File: config.mk
export PLATFORM = sky130hd
export DESIGN_NAME = day_number_to_date_top_flat
export DESIGN_NICKNAME = d
export VERILOG_FILES = /design/src/dnd_pkg.sv /design/src/dnd_in_if.sv /design/src/dnd_out_if.sv /design/src/day_number_to_date_top.sv /design/src/flat_wrapper.sv
export SDC_FILE = /design/constraint.sdc
export NUM_CORES = 1
export LEC_CHECK = 0
export ABC_AREA = 1
export ABC_CLOCK_PERIOD_IN_PS = 3800
export BUFFER_PORTS_ARGS = -buffer_cell sky130_fd_sc_hd__buf_2
export CAP_MARGIN = 20
export CORE_MARGIN = 2
export CORE_UTILIZATION = 50
export DETAILED_ROUTE_END_ITERATION = 7
export GPL_ROUTABILITY_DRIVEN = 1
export PLACE_DENSITY = 0.71
export SKIP_LAST_GASP = 1
export SYNTH_ARGS = -nofsm -noshare
export SYNTH_HDL_FRONTEND = slang
export SYNTH_SLANG_ARGS = --single-unit
File: constraint.sdc
create_clock -name clk -period 3.8 [get_ports clk]
set_input_delay 0.76 -clock clk [delete_from_list [all_inputs] [get_ports clk]]
set_output_delay 0.76 -clock clk [all_outputs]
set_load 0.01 [all_outputs]
File: src/dnd_pkg.sv
// Shared types, constants and the month table for the day-number-to-date converter.
package dnd_pkg;

    typedef logic [21:0] day_count_t;
    typedef logic [13:0] year_t;
    typedef logic [3:0]  month_t;
    typedef logic [4:0]  mday_t;
    typedef logic [2:0]  weekday_t;

    localparam day_count_t DAYS_TO_END = 22'd2921940;
    localparam year_t      FIRST_YEAR  = 14'd2000;

    localparam day_count_t LEN_400Y      = 22'd146097;
    localparam day_count_t LEN_100Y_LEAP = 22'd36525;
    localparam day_count_t LEN_100Y      = 22'd36524;
    localparam day_count_t LEN_4Y_LEAP   = 22'd1461;
    localparam day_count_t LEN_4Y        = 22'd1460;
    localparam day_count_t LEN_1Y_LEAP   = 22'd366;
    localparam day_count_t LEN_1Y        = 22'd365;

    localparam month_t LAST_MONTH = 4'd11;

    function automatic mday_t month_days(input month_t mon, input logic leap);
        mday_t d;
        case (mon)
            4'd1:    d = leap ? 5'd29 : 5'd28;
            4'd3,
            4'd5,
            4'd8,
            4'd10:   d = 5'd30;
            default: d = 5'd31;
        endcase
        return d;
    endfunction

endpackage

File: src/dnd_in_if.sv
// Input channel: one day count per transaction.
interface dnd_in_if;
    import dnd_pkg::*;

    logic       valid;
    logic       ready;
    day_count_t day_count;

    modport source (output valid, output day_count, input ready);
    modport sink   (input valid, input day_count, output ready);
endinterface

File: src/dnd_out_if.sv
// Output channel: one calendar date per transaction.
interface dnd_out_if;
    import dnd_pkg::*;

    logic     valid;
    logic     ready;
    year_t    year;
    month_t   month_number;
    mday_t    day_of_month;
    weekday_t weekday;
    logic     out_of_range;

    modport source (output valid, output year, output month_number, output day_of_month,
                    output weekday, output out_of_range, input ready);
    modport sink   (input valid, input year, input month_number, input day_of_month,
                    input weekday, input out_of_range, output ready);
endinterface

File: src/day_number_to_date_top.sv
// Timing: from accept to result valid, the weekday reduction sets the time for out-of-range
//   counts and short dates; longer dates are set by one shared subtract/compare unit that
//   strips 400-, 100-, 4- and 1-year blocks, then months.
// Throughput: one transaction at a time; ready returns once the result is in the output
//   register, so the next count may enter while the result waits.
// Reset: rst_n clears the sequencer and the output valid; no clearing pass.
module day_number_to_date_top (
    input  logic         clk,
    input  logic         rst_n,
    dnd_in_if.sink       in_ch,
    dnd_out_if.source    out_ch
);
    import dnd_pkg::*;

    localparam logic [2:0] ST_IDLE = 3'd0;
    localparam logic [2:0] ST_Y400 = 3'd1;
    localparam logic [2:0] ST_Y100 = 3'd2;
    localparam logic [2:0] ST_Y4   = 3'd3;
    localparam logic [2:0] ST_Y1   = 3'd4;
    localparam logic [2:0] ST_MON  = 3'd5;
    localparam logic [2:0] ST_DONE = 3'd6;

    localparam logic [3:0] WD_DIGITS = 4'd8;

    logic [2:0]  state_reg, state_next;
    logic        out_valid_reg, out_valid_next;
    logic        oor_reg, oor_next;
    logic [3:0]  wd_cnt_reg, wd_cnt_next;

    day_count_t  rem_reg, rem_next;
    year_t       yr_reg, yr_next;
    logic [1:0]  cidx_reg, cidx_next;
    logic [4:0]  qidx_reg, qidx_next;
    logic [1:0]  yidx_reg, yidx_next;
    month_t      mon_reg, mon_next;
    logic [23:0] wd_sh_reg, wd_sh_next;
    logic [2:0]  wd_r_reg, wd_r_next;

    year_t       o_year_reg, o_year_next;
    month_t      o_mon_reg, o_mon_next;
    mday_t       o_mday_reg, o_mday_next;
    weekday_t    o_wd_reg, o_wd_next;

    logic        in_acc;
    logic        leap_yr;
    logic        short_quad;
    day_count_t  len;
    logic        ge;
    day_count_t  diff;
    logic [3:0]  wd_sum;
    logic [3:0]  wd_fin;
    logic        finish;

    assign in_acc = in_ch.valid && in_ch.ready;
    assign in_ch.ready = (state_reg == ST_IDLE);

    // First quad of a century not divisible by 400 has no leap year.
    assign short_quad = (qidx_reg == 5'd0) && (cidx_reg != 2'd0);
    assign leap_yr    = (yidx_reg == 2'd0) && !short_quad;

    // Shared subtract/compare unit
    always_comb
    begin
        case (state_reg)
            ST_Y400: len = LEN_400Y;
            ST_Y100: len = (cidx_reg == 2'd0) ? LEN_100Y_LEAP : LEN_100Y;
            ST_Y4:   len = short_quad ? LEN_4Y : LEN_4Y_LEAP;
            ST_Y1:   len = leap_yr ? LEN_1Y_LEAP : LEN_1Y;
            ST_MON:  len = {17'd0, month_days(mon_reg, leap_yr)};
            default: len = LEN_1Y;
        endcase
    end

    assign ge   = (rem_reg >= len);
    assign diff = rem_reg - len;

    // Weekday: 8 == 1 mod 7, so sum octal digits mod 7, one digit a cycle.
    assign wd_sum = {1'b0, wd_r_reg} + {1'b0, wd_sh_reg[2:0]};
    assign wd_fin = ({1'b0, wd_r_reg} + 4'd6 > 4'd7) ? ({1'b0, wd_r_reg} - 4'd1)
                                                      : ({1'b0, wd_r_reg} + 4'd6);

    assign finish = (state_reg == ST_DONE) && (wd_cnt_reg == WD_DIGITS)
                    && (!out_valid_reg || out_ch.ready);

    always_comb
    begin
        state_next     = state_reg;
        out_valid_next = out_valid_reg && !out_ch.ready;
        oor_next       = oor_reg;
        wd_cnt_next    = wd_cnt_reg;
        rem_next       = rem_reg;
        yr_next        = yr_reg;
        cidx_next      = cidx_reg;
        qidx_next      = qidx_reg;
        yidx_next      = yidx_reg;
        mon_next       = mon_reg;
        wd_sh_next     = wd_sh_reg;
        wd_r_next      = wd_r_reg;
        o_year_next    = o_year_reg;
        o_mon_next     = o_mon_reg;
        o_mday_next    = o_mday_reg;
        o_wd_next      = o_wd_reg;

        if (wd_cnt_reg != WD_DIGITS)
        begin
            wd_r_next   = (wd_sum >= 4'd7) ? 3'(wd_sum - 4'd7) : wd_sum[2:0];
            wd_sh_next  = {3'd0, wd_sh_reg[23:3]};
            wd_cnt_next = wd_cnt_reg + 4'd1;
        end

        case (state_reg)
            ST_IDLE:
            begin
                if (in_acc)
                begin
                    rem_next    = in_ch.day_count;
                    yr_next     = FIRST_YEAR;
                    cidx_next   = 2'd0;
                    qidx_next   = 5'd0;
                    yidx_next   = 2'd0;
                    mon_next    = 4'd0;
                    wd_sh_next  = {2'd0, in_ch.day_count};
                    wd_r_next   = 3'd0;
                    wd_cnt_next = 4'd0;
                    oor_next    = (in_ch.day_count >= DAYS_TO_END);
                    state_next  = (in_ch.day_count >= DAYS_TO_END) ? ST_DONE : ST_Y400;
                end
            end
            ST_Y400:
            begin
                if (ge)
                begin
                    rem_next = diff;
                    yr_next  = yr_reg + 14'd400;
                end
                else
                begin
                    state_next = ST_Y100;
                end
            end
            ST_Y100:
            begin
                if (ge)
                begin
                    rem_next  = diff;
                    yr_next   = yr_reg + 14'd100;
                    cidx_next = cidx_reg + 2'd1;
                end
                else
                begin
                    state_next = ST_Y4;
                end
            end
            ST_Y4:
            begin
                if (ge)
                begin
                    rem_next  = diff;
                    yr_next   = yr_reg + 14'd4;
                    qidx_next = qidx_reg + 5'd1;
                end
                else
                begin
                    state_next = ST_Y1;
                end
            end
            ST_Y1:
            begin
                if (ge)
                begin
                    rem_next  = diff;
                    yr_next   = yr_reg + 14'd1;
                    yidx_next = yidx_reg + 2'd1;
                end
                else
                begin
                    state_next = ST_MON;
                end
            end
            ST_MON:
            begin
                if ((mon_reg < LAST_MONTH) && ge)
                begin
                    rem_next = diff;
                    mon_next = mon_reg + 4'd1;
                end
                else
                begin
                    state_next = ST_DONE;
                end
            end
            ST_DONE:
            begin
                if (finish)
                begin
                    out_valid_next = 1'b1;
                    state_next     = ST_IDLE;
                    if (oor_reg)
                    begin
                        o_year_next = '0;
                        o_mon_next  = '0;
                        o_mday_next = '0;
                        o_wd_next   = '0;
                    end
                    else
                    begin
                        o_year_next = yr_reg;
                        o_mon_next  = mon_reg + 4'd1;
                        o_mday_next = rem_reg[4:0] + 5'd1;
                        o_wd_next   = wd_fin[2:0];
                    end
                end
            end
            default:
            begin
                state_next = ST_IDLE;
            end
        endcase
    end

    always_ff @(posedge clk or negedge rst_n)
    begin
        if (!rst_n)
        begin
            state_reg     <= ST_IDLE;
            out_valid_reg <= 1'b0;
            oor_reg       <= 1'b0;
            wd_cnt_reg    <= WD_DIGITS;
        end
        else
        begin
            state_reg     <= state_next;
            out_valid_reg <= out_valid_next;
            oor_reg       <= oor_next;
            wd_cnt_reg    <= wd_cnt_next;
        end
    end

    always_ff @(posedge clk)
    begin
        rem_reg    <= rem_next;
        yr_reg     <= yr_next;
        cidx_reg   <= cidx_next;
        qidx_reg   <= qidx_next;
        yidx_reg   <= yidx_next;
        mon_reg    <= mon_next;
        wd_sh_reg  <= wd_sh_next;
        wd_r_reg   <= wd_r_next;
        o_year_reg <= o_year_next;
        o_mon_reg  <= o_mon_next;
        o_mday_reg <= o_mday_next;
        o_wd_reg   <= o_wd_next;
    end

    // Flag is registered with the fields on the finishing transaction.
    logic o_oor_reg;
    always_ff @(posedge clk)
    begin
        if (finish)
        begin
            o_oor_reg <= oor_reg;
        end
    end

    assign out_ch.valid        = out_valid_reg;
    assign out_ch.year         = o_year_reg;
    assign out_ch.month_number = o_mon_reg;
    assign out_ch.day_of_month = o_mday_reg;
    assign out_ch.weekday      = o_wd_reg;
    assign out_ch.out_of_range = o_oor_reg;

`ifndef NO_ASSERTIONS
    a_busy_after_accept: assert property (@(posedge clk) disable iff (!rst_n)
        in_acc |=> !in_ch.ready)
        else $error("input accepted while previous conversion still running");

    a_oor_zero: assert property (@(posedge clk) disable iff (!rst_n)
        (out_ch.valid && out_ch.out_of_range) |-> (out_ch.year == 14'd0
            && out_ch.month_number == 4'd0 && out_ch.day_of_month == 5'd0
            && out_ch.weekday == 3'd0))
        else $error("out-of-range result has nonzero fields");

    a_date_legal: assert property (@(posedge clk) disable iff (!rst_n)
        (out_ch.valid && !out_ch.out_of_range) |-> (out_ch.year >= FIRST_YEAR
            && out_ch.month_number >= 4'd1 && out_ch.month_number <= 4'd12
            && out_ch.day_of_month >= 5'd1 && out_ch.weekday >= 3'd1
            && out_ch.weekday <= 3'd7))
        else $error("in-range result holds an illegal date");

    a_done_has_weekday: assert property (@(posedge clk) disable iff (!rst_n)
        finish |-> (wd_cnt_reg == WD_DIGITS))
        else $error("result loaded before weekday reduction finished");
`endif

endmodule

File: src/flat_wrapper.sv
// flat-port wrapper written by rule: the top's interface ports become plain ports
module day_number_to_date_top_flat import dnd_pkg::*;
  (clk, rst_n, in_ch_valid, in_ch_day_count, in_ch_ready, out_ch_valid, out_ch_year, out_ch_month_number, out_ch_day_of_month, out_ch_weekday, out_ch_out_of_range, out_ch_ready);
  dnd_in_if in_ch_i ();
  dnd_out_if out_ch_i ();
  input  logic clk;
  input  logic rst_n;
  input wire logic [$bits(in_ch_i.valid)-1:0] in_ch_valid;
  input wire logic [$bits(in_ch_i.day_count)-1:0] in_ch_day_count;
  output wire logic [$bits(in_ch_i.ready)-1:0] in_ch_ready;
  output wire logic [$bits(out_ch_i.valid)-1:0] out_ch_valid;
  output wire logic [$bits(out_ch_i.year)-1:0] out_ch_year;
  output wire logic [$bits(out_ch_i.month_number)-1:0] out_ch_month_number;
  output wire logic [$bits(out_ch_i.day_of_month)-1:0] out_ch_day_of_month;
  output wire logic [$bits(out_ch_i.weekday)-1:0] out_ch_weekday;
  output wire logic [$bits(out_ch_i.out_of_range)-1:0] out_ch_out_of_range;
  input wire logic [$bits(out_ch_i.ready)-1:0] out_ch_ready;
  assign in_ch_i.valid = in_ch_valid;
  assign in_ch_i.day_count = in_ch_day_count;
  assign in_ch_ready = in_ch_i.ready;
  assign out_ch_valid = out_ch_i.valid;
  assign out_ch_year = out_ch_i.year;
  assign out_ch_month_number = out_ch_i.month_number;
  assign out_ch_day_of_month = out_ch_i.day_of_month;
  assign out_ch_weekday = out_ch_i.weekday;
  assign out_ch_out_of_range = out_ch_i.out_of_range;
  assign out_ch_i.ready = out_ch_ready;
  day_number_to_date_top u_core (.clk(clk), .rst_n(rst_n), .in_ch(in_ch_i), .out_ch(out_ch_i));
endmodule
### Word-level counts from Yosys, hierarchy flattened

Index checks and enable logic that the tools add are counted.

* flip-flop bits (word level): 112
* word-level logic and storage cells: 145
* output and inout port bits: 29
* bits of input ports: 26

* equal/unequal tests: 26
* muxes and demuxes: 49
* order comparisons: 5
* reductions and logical operators: 33
* add/subtract/negate cells: 15

Operators with widths (count)
* 22-bit one-hot mux with 5 select lines: 1
* 24-bit two-way mux: 3
* 14-bit two-way mux: 5
* 14-bit one-hot mux with 5 select lines: 1
* 22-bit two-way mux: 3
* 22-bit one-hot mux with 3 select lines: 1
* 3-bit two-way mux: 13
* 22-bit greater-or-equal comparator: 1
* 22-bit greater-or-equal comparator (second input constant): 1
* 22-bit subtractor: 1
* 3-bit one-hot mux with 7 select lines: 1
* 4-bit two-way mux: 5
* 5-bit one-hot mux with 2 select lines: 2
* 14-bit by 1-bit adder with 14-bit output (second input constant): 1
* 14-bit by 3-bit adder with 14-bit output (second input constant): 1
* 14-bit by 7-bit adder with 14-bit output (second input constant): 1
* 14-bit by 9-bit adder with 14-bit output (second input constant): 1
* 2-bit by 1-bit inequality test with 1-bit output (second input constant): 7
* 4-bit equality test (second input constant): 3
* 2-bit inequality test (second input constant): 6
* 3-bit AND reduction: 4
* 5-bit by 1-bit adder with 5-bit output (second input constant): 2
* 5-bit two-way mux: 2
* 2-bit nonzero test: 5
* other kinds (33): 57

### Longest topological paths before layout

Gate-level depths: netlist of run 1.

* depth in word-level cells: 11
* depth in mapped cells: 20
* mapped depth without buffers: 20

### Least setup slack after synthesis of run 1

No wires, ideal clock.

* kind: register to register
* from: register u_core.state_reg[0]
* to: register u_core.rem_reg[0] (enable)
* library setup time: 0.401 ns
* clock period less this slack: 3.870 ns
* stages on the path, launching flop included: 20
* slack: -0.070 ns
* path buffers: 0
* arrival time: 3.469 ns
* required time: 3.399 ns
* path through: dfrtp_1 -> inv_1 -> nor2_2 -> nand2_1 -> inv_1 -> a221oi_1 -> nand3_1 -> ha_1 -> fa_1 -> inv_1 -> nand2_2 -> nand3_4 -> nand2_2 -> nand2_4 -> nand2_4 -> nand2_8 -> nand2_1 -> nand2_1 -> nand2_1 -> nor2_1

* cells in the longest elaborated chain, start to end: 6
* elaborated cells on any way between the ends: 16
* classes of those cells: order compare (1); eq/ne (8); mux (1); reduce/logical (6)

RTL lines
* start, declared: RTL line day_number_to_date_top.sv:25 `logic [2:0] state_reg, state_next;`
* start signal, assigned: RTL line day_number_to_date_top.sv:232 `state_reg <= state_next;`
* 3-bit equality test, or another cell as far along: RTL line day_number_to_date_top.sv:64, day_number_to_date_top.sv:111
* 22-bit one-hot mux with 5 select lines: RTL line day_number_to_date_top.sv:64 `case (state_reg)`
* 22-bit greater-or-equal comparator: RTL line day_number_to_date_top.sv:74 `assign ge = (rem_reg >= len);`
* 1-bit logical AND: RTL line day_number_to_date_top.sv:182 `if ((mon_reg < LAST_MONTH) && ge)`
* 2-bit by 1-bit inequality test with 1-bit output (no source line)
* 4-bit AND reduction (no source line) (*)
* end signal, assigned: RTL line day_number_to_date_top.sv:241 `rem_reg <= rem_next;`
* end, declared: RTL line day_number_to_date_top.sv:30 `day_count_t rem_reg, rem_next;`

Mark *: on every way between the ends. The rest lies on a longest branch, timed or not.
A chain may end at the register's enable or synchronous reset.

### Worst setup path in the final report of run 1

* from: register u_core.state_reg[0]
* to: register u_core.rem_reg[21] (enable)

The elaborated chain is that of the path after synthesis.

==> results of run 1 <==
metal layers:
metal  vias to the layer above  GRT usage, %  share of wire [%]
met4                         0          8.59                2.1
met5                         -             0                  0
met3                        29          3.39                5.2
li1                       3138             -                  -
met1                      2822          31.4                 46
met2                       181          39.2                 47
per-stage QoR:
| stage | cell area (um2) | worst slack, ns | cells | hold slack (ns) | total power, mW |
|---|---|---|---|---|---|
| 6_report | 7940 | 0.372 | 1145 | 0.240 | 8.02 |
| 5_1_grt | 7940 | 0.0358 | 1145 | 0.247 | 8.78 |
| 4_1_cts | 7940 | 0.392 | 1145 | 0.237 | 8.00 |
| 3_5_place_dp | 7660 | 0.422 | 1129 | 0.437 | 7.07 |
| 3_3_place_gp | 7660 | 0.494 | 1129 | 0.433 | 7.02 |
| 2_1_floorplan | 7170 | 0.285 | 905 | 0.423 | 5.93 |
worst min path at each step:
stage | start | end | slack [ns] | cells past startpoint
floorplan | u_core.oor_reg | u_core.out_ch.out_of_range | 0.42 | 0
global placement | u_core.wd_sh_reg[23] | u_core.wd_sh_reg[23] | 0.43 | 2
detailed placement | u_core.wd_sh_reg[22] | u_core.wd_sh_reg[22] | 0.44 | 2
CTS | rst_n | u_core.out_ch.valid | 0.24 | 1
global route | rst_n | u_core.out_ch.valid | 0.25 | 1
finish | rst_n | u_core.out_ch.valid | 0.24 | 1
cell usage in the layout (no fill, tap or decap), types with 17 or more instances in the layout:
cell type	n
nand4_1	17
o21ai_1	20
nand3_1	66
buf_2	54
nor2_1	137
ha_1	38
a21oi_1	24
o21ai_0	63
inv_1	116
edfxtp_1	76
nand2_1	162
dfxtp_1	27
critical path, cell delays in order (launching register included):
cell,delay [ns]
dfrtp_1,0.45
inv_1,0.13
nor2_1,0.14
inv_1,0.11
nor2_1,0.28
buf_4,0.25
nor2_1,0.08
ha_1,0.39
nand2_2,0.11
nor2_2,0.14
nand3_2,0.12
nor3_2,0.20
nor2_4,0.08
nand2_8,0.10
nand2_1,0.05
nand2_1,0.05
nand2_1,0.08
nor2_2,0.15
buf_12,0.20
cells by family after synthesis:
group	count (synthesis)	share of synthesized area [%]
and+or+nand+nor	426	26.8
AOI/OAI and AO/OA	155	12.4
buffers and inverters	147	8.01
DFF	112	42.5
adders and majority gates	40	7.19
xor gates and xnor gates	25	3.05
power by group through the flow:
stage | combinational, mW | clock, mW | sequential [mW]
2_1_floorplan | 3.60 | 0 | 2.33
3_3_place_gp | 4.54 | 0 | 2.48
3_5_place_dp | 4.59 | 0 | 2.49
4_1_cts | 4.61 | 0.927 | 2.46
5_1_grt | 5.27 | 0.977 | 2.53
6_report | 4.63 | 0.916 | 2.47
area by class of cell:
cell class / count / area, um2 / share of cell area, %
Multi-Input combinational cell: 646 / 3550 / 44.7
Sequential cell: 112 / 3050 / 38.4
Inverter: 127 / 479 / 6.04
Timing Repair Buffer: 64 / 358 / 4.51
Clock buffer: 10 / 230 / 2.90
Tap cell: 180 / 225 / 2.84
Clock inverter: 6 / 46.3 / 0.583
==> results by group, run 1 <==
Placement
  – Port bufs: between 50 and 60
  – Final Wtd Congestion: 0.932
  – Detail Placement HPWL: 13000 um

Global route
  – Vias in the first global route: 5813
  – GRT Total Usage: a little under a quarter
  – First-pass GRT wire length: 28000 um
  – Initial antenna violation count: 0
  – Global route overflow: 0
  – Largest net degree at the start of global routing: 43

Synth
  – Post-synthesis sequential area ratio: approximately 43%
  – Post-synthesis cell type count: 47
  – Mapped cell area: between 7000 and 8000 um2
  – Synth top area cells: edfxtp_1 (32%), nand2_1 (8.5%), dfxtp_1 (7.5%), nor2_1 (7.3%), ha_1 (6.6%)
  – Seq cells post-synth: 112
  – Top post-synthesis cells by count: nand2_1 (162), nor2_1 (139), inv_1 (116)
  – Post-synth top flop: edfxtp_1
  – Post-synth net total: 971
  – Number of flops mapped to enable cells by yosys: 76
  – Fraction of registers with async set/reset: 8.04%
  – Cell with the most instances after synthesis: nand2_1
  – Avg Inst Size Synth: 7.92 um2
  – Total number of yosys warnings: 0
  – Top cell type's share of synthesized area: 31.8%
  – Cells after Synth: 905
  – Yosys top cell by area: edfxtp_1

Setup path
  – CP startpoint: u_core.state_reg[0]
  – CP endpoint kind: register
  – Crit-path max FO: 22
  – FF-to-FF Start: u_core.state_reg[0]
  – CP Class: reg -> reg
  – Crit path capture: u_core.rem_reg[21]
  – Crit path arrival time: 3.49 ns
  – Reg2reg setup slack: between 0.3 and 0.4 ns
  – R2r endpoint: u_core.rem_reg[21]
  – Worst Reg-to-Reg Cells: 18
  – Worst Setup Start Kind: register
  – Required time of the critical path: 3.87 ns

Floorplan
  – Core Region: 13900 um2
  – Row Count: between 40 and 50
  – Initial core utilization: about half
  – Die height: 124 um
  – Die area: approximately 15000 um2
  – # IOs: 55
  – Die width: roughly 120 um

Layout
  – Share of cells above drive strength 1: 13.6%
  – Area Growth Syn to Fin: 10.7%
  – Max reg flops: 24
  – Layout net count: around 1000
  – Antenna cells: 0
  – Filler cells: roughly 1300
  – Final core utilization: 57.0%

Clock network
  – TritonCTS clock tree: yes
  – Num Clock Sinks: 112
  – Root buffer cell: clkbuf_16
  – CTS Buf Count: 9
  – H-tree levels: 3
  – Clock latency at the later pin of the worst-skew pair: 0.36 ns
  – Hold buffers post-CTS: 0
  – Post-CTS Resized: 0
  – Clock tree buffer depth: 2
  – Clock transition at path regs: 0.08 ns
  – Setup bufs post-CTS: 0

Timing
  – Final hold violation count: 0
  – Fin Setup TNS: 0 ns
  – Fin crit period: 3.43 ns
  – Worst slew margin: 38.3%
  – RSZ-0062 raised after global routing: no
  – Skew final: 0.00869 ns
  – Final Setup Violations: 0
  – Period utilization: between 90% and 100%
  – Final Max Slew Viols: 0
  – Max Clock Freq: 0.292 GHz
  – Slew of the pin with the lowest slew margin: 0.926 ns

Flow run
  – # Max-Cap Violations: 0

Detailed routing
  – Post-route DRC: 0
  – Vias: between 6000 and 7000
  – Routed wire length: ~17000 um
  – Routed Antenna Nets: 0
  – Wire per inst: 15.0 um
  – DR iter-0 viols: 466
  – Pre-Repair DR Iteration Count: 5
  – Routed vias/inst: 5.39

Power
  – Psw: 3.87 mW
  – Maximum vdd drop: 0.000580 V
  – Comb pwr share: 57.8%
  – Leakage power: 3.55 nW
  – Switching Fraction: between 40% and 50%
  – Cell area power density: roughly 1000 nW/um2
  – Internal power: around 4.1 mW
  – Seq pwr share: between 30% and 40%
  – Clk pwr share: a little under an eighth

Status
  – Status: complete, no violations

Worst hold path
  – Hold Path Class: in -> async
Power figures use the tool's default switching activity.
==> inputs of run 2 (changes only) <==
--- a/config.mk
+++ b/config.mk
@@ -6,14 +6,14 @@
 export NUM_CORES = 1
 export LEC_CHECK = 0
 export ABC_AREA = 1
-export ABC_CLOCK_PERIOD_IN_PS = 3800
+export ABC_CLOCK_PERIOD_IN_PS = 3300
 export BUFFER_PORTS_ARGS = -buffer_cell sky130_fd_sc_hd__buf_2
 export CAP_MARGIN = 20
 export CORE_MARGIN = 2
 export CORE_UTILIZATION = 50
 export DETAILED_ROUTE_END_ITERATION = 7
 export GPL_ROUTABILITY_DRIVEN = 1
-export PLACE_DENSITY = 0.71
+export PLACE_DENSITY = 0.68
 export SKIP_LAST_GASP = 1
 export SYNTH_ARGS = -nofsm -noshare
 export SYNTH_HDL_FRONTEND = slang
==> constraint.sdc (replaced) <==
create_clock -name clk -period 3.3 [get_ports clk]
set_input_delay 0.66 -clock clk [delete_from_list [all_inputs] [get_ports clk]]
set_output_delay 0.66 -clock clk [all_outputs]
set_load 0.01 [all_outputs]
==> results by group, run 2 (same netlist as run 1, synthesis figures left out) <==
Floorplan
  – Row Count: 43
  – Core Region: 13900 um2
  – Die height: 124 um
  – Die area: 15300 um2
  – Die width: 124 um
  – # IOs: 55
  – Initial core utilization: between 50% and 60%

Global route
  – Initial antenna violation count: 0
  – Largest net degree at the start of global routing: 43
  – Vias in the first global route: 5702
  – GRT Total Usage: 23.6%
  – First-pass GRT wire length: 28000 um
  – Global route overflow: 0

Clock network
  – Hold buffers post-CTS: 0
  – CTS Buf Count: 9
  – H-tree levels: 3
  – Clock latency at the later pin of the worst-skew pair: 0.37 ns
  – Num Clock Sinks: 112
  – TritonCTS clock tree: yes
  – Root buffer cell: clkbuf_16
  – Clock transition at path regs: 0.08 ns
  – Clock tree buffer depth: 2

Power
  – Total Power: 9.58 mW
  – Cell area power density: 1170 nW/um2
  – Maximum vdd drop: 0.000659 V
  – Leakage power: 3.66 nW

Setup path
  – Crit path arrival time: 3.23 ns
  – Worst Reg-to-Reg Cells: 21
  – CP max-delay cell: edfxtp_1
  – CP Class: reg -> reg
  – Worst path max stage delay: 0.45 ns
  – Crit-path max FO: 6
  – Crit-path cells: inv_1 > ha_1 > nor2_1 > o21ai_1 > o2111ai_1 > nand3_1 > nand3_2 > ha_4 > fa_2 > inv_1 > nand2_2 > nand3_4 > nand2_2 > nand2_4 > nand2_4 > nand2_8 > nand2_1 > nand2_1 > nand2_2 > nor2_4 > clkbuf_16
  – CP endpoint kind: register
  – Worst Setup Start Kind: register
  – Most Frequent Cell on Critical Path: nand2_2
  – Required time of the critical path: 3.38 ns

Timing
  – Slew of the pin with the lowest slew margin: ~0.94 ns
  – Period utilization: 95.3%
  – Max Clock Freq: around 0.32 GHz
  – Post-layout worst setup margin: between 0.15 and 0.2 ns
  – Worst slew margin: 37.0%
  – Final Setup Violations: 0
  – Final Max Slew Viols: 0
  – Skew final: roughly 0.015 ns
  – Fin Setup TNS: 0 ns
  – Fin crit period: 3.15 ns
  – Final hold violation count: 0

Detailed routing
  – DR iter-0 viols: 505
  – Wire per inst: around 15 um
  – Pre-Repair DR Iteration Count: 6
  – Vias: 6256
  – Post-route DRC: 0
  – Routed wire length: 17200 um
  – Routed Antenna Nets: 0
  – Routed vias/inst: 5.38

Placement
  – Area post-placement: 7740 um2
  – Port bufs: 54
  – Detail Placement HPWL: 13200 um
  – Post-Place Cells: 1138
  – Final Wtd Congestion: 0.946
  – Dpl ws: ~0.016 ns

Layout
  – Antenna cells: 0
  – Multi-input gate area: 3620 um2
  – Area Growth Syn to Fin: 14.1%
  – Share of cells above drive strength 1: 16.9%
  – Commonest non-fill, non-tap cell in the layout: nand2_1
  – Register area: 3050 um2
  – Post-Layout Inst Area: 8180 um2
  – Most frequent cells in the layout: nand2_1 (160), nor2_1 (135), inv_1 (114), edfxtp_1 (76), nand3_1 (65)
  – Final Non-Filler Cells: ~1200
  – Filler cells: approximately 1300
  – Layout net count: 1044
  – Max reg flops: 24

Worst hold path
  – Hold Path Class: in -> async

Flow run
  – # Max-Cap Violations: 0

Status
  – Status: complete, no violations
## run 2: power by group
part / switching, mW / total (mW) / internal [mW] / leakage, nW
sequential: 0.488 / 2.85 / 2.36 / 1.07
combinational: 3.53 / 5.65 / 2.12 / 2.44
clock: 0.543 / 1.09 / 0.544 / 0.146
total: 4.56 / 9.58 / 5.02 / 3.66
## run 2: routing by layer
layer	vias up	routed length [um]	GRT usage, %	share of wire, %
li1	3164	-	-	-
met1	2902	7670	31.4	45
met2	166	8290	39.5	48
met3	24	844	3.48	4.9
met4	0	391	7.81	2.3
met5	-	0	0	0
## run 2: area by class of cell
class | count | share of cell area, %
clock buffers | 10 | 2.92
clock inverters | 6 | 0.627
inverters | 127 | 5.86
multi-input cells | 646 | 44.3
flip-flops and latches | 112 | 37.3
well taps | 180 | 2.75
repair buffers | 82 | 6.28
## run 2: critical path, delay by kind of cell (launching register included)
kind	cells	cell delay, ns
AOI/OAI and AO/OA	2	0.24
adders and majority gates	3	0.66
buffers and inverters	3	0.38
DFF	1	0.45
and+or+nand+nor	13	1.13
## run 2: final timing paths
kind | start | endpoint | slack [ns]
setup / recovery | u_core.mon_reg[1] | u_core.rem_reg[15] | 0.15
hold / removal | rst_n | u_core.out_ch.valid | 0.13
setup reg to reg | u_core.mon_reg[1] | u_core.rem_reg[15] | 0.15
hold reg to reg | u_core.wd_sh_reg[23] | u_core.wd_sh_reg[23] | 0.45
max in group asynchronous | rst_n | u_core.wd_cnt_reg[3] | 2.92
min in group clk | u_core.wd_sh_reg[23] | u_core.wd_sh_reg[23] | 0.45
## run 2: repair_timing
action,CTS,global route
buffers inserted,2,5
pin swaps,0,7
setup endpoints to repair,20,50
gates resized for setup,0,21
cloned,0,2
## run 2: through the flow
stage,hold WS (ns),utilization [%]
after floorplan,0.364,-
after global placement,0.435,55.5
after detailed placement,0.437,55.5
after CTS,0.127,57.7
after global routing,0.133,58.7
final,0.132,58.7
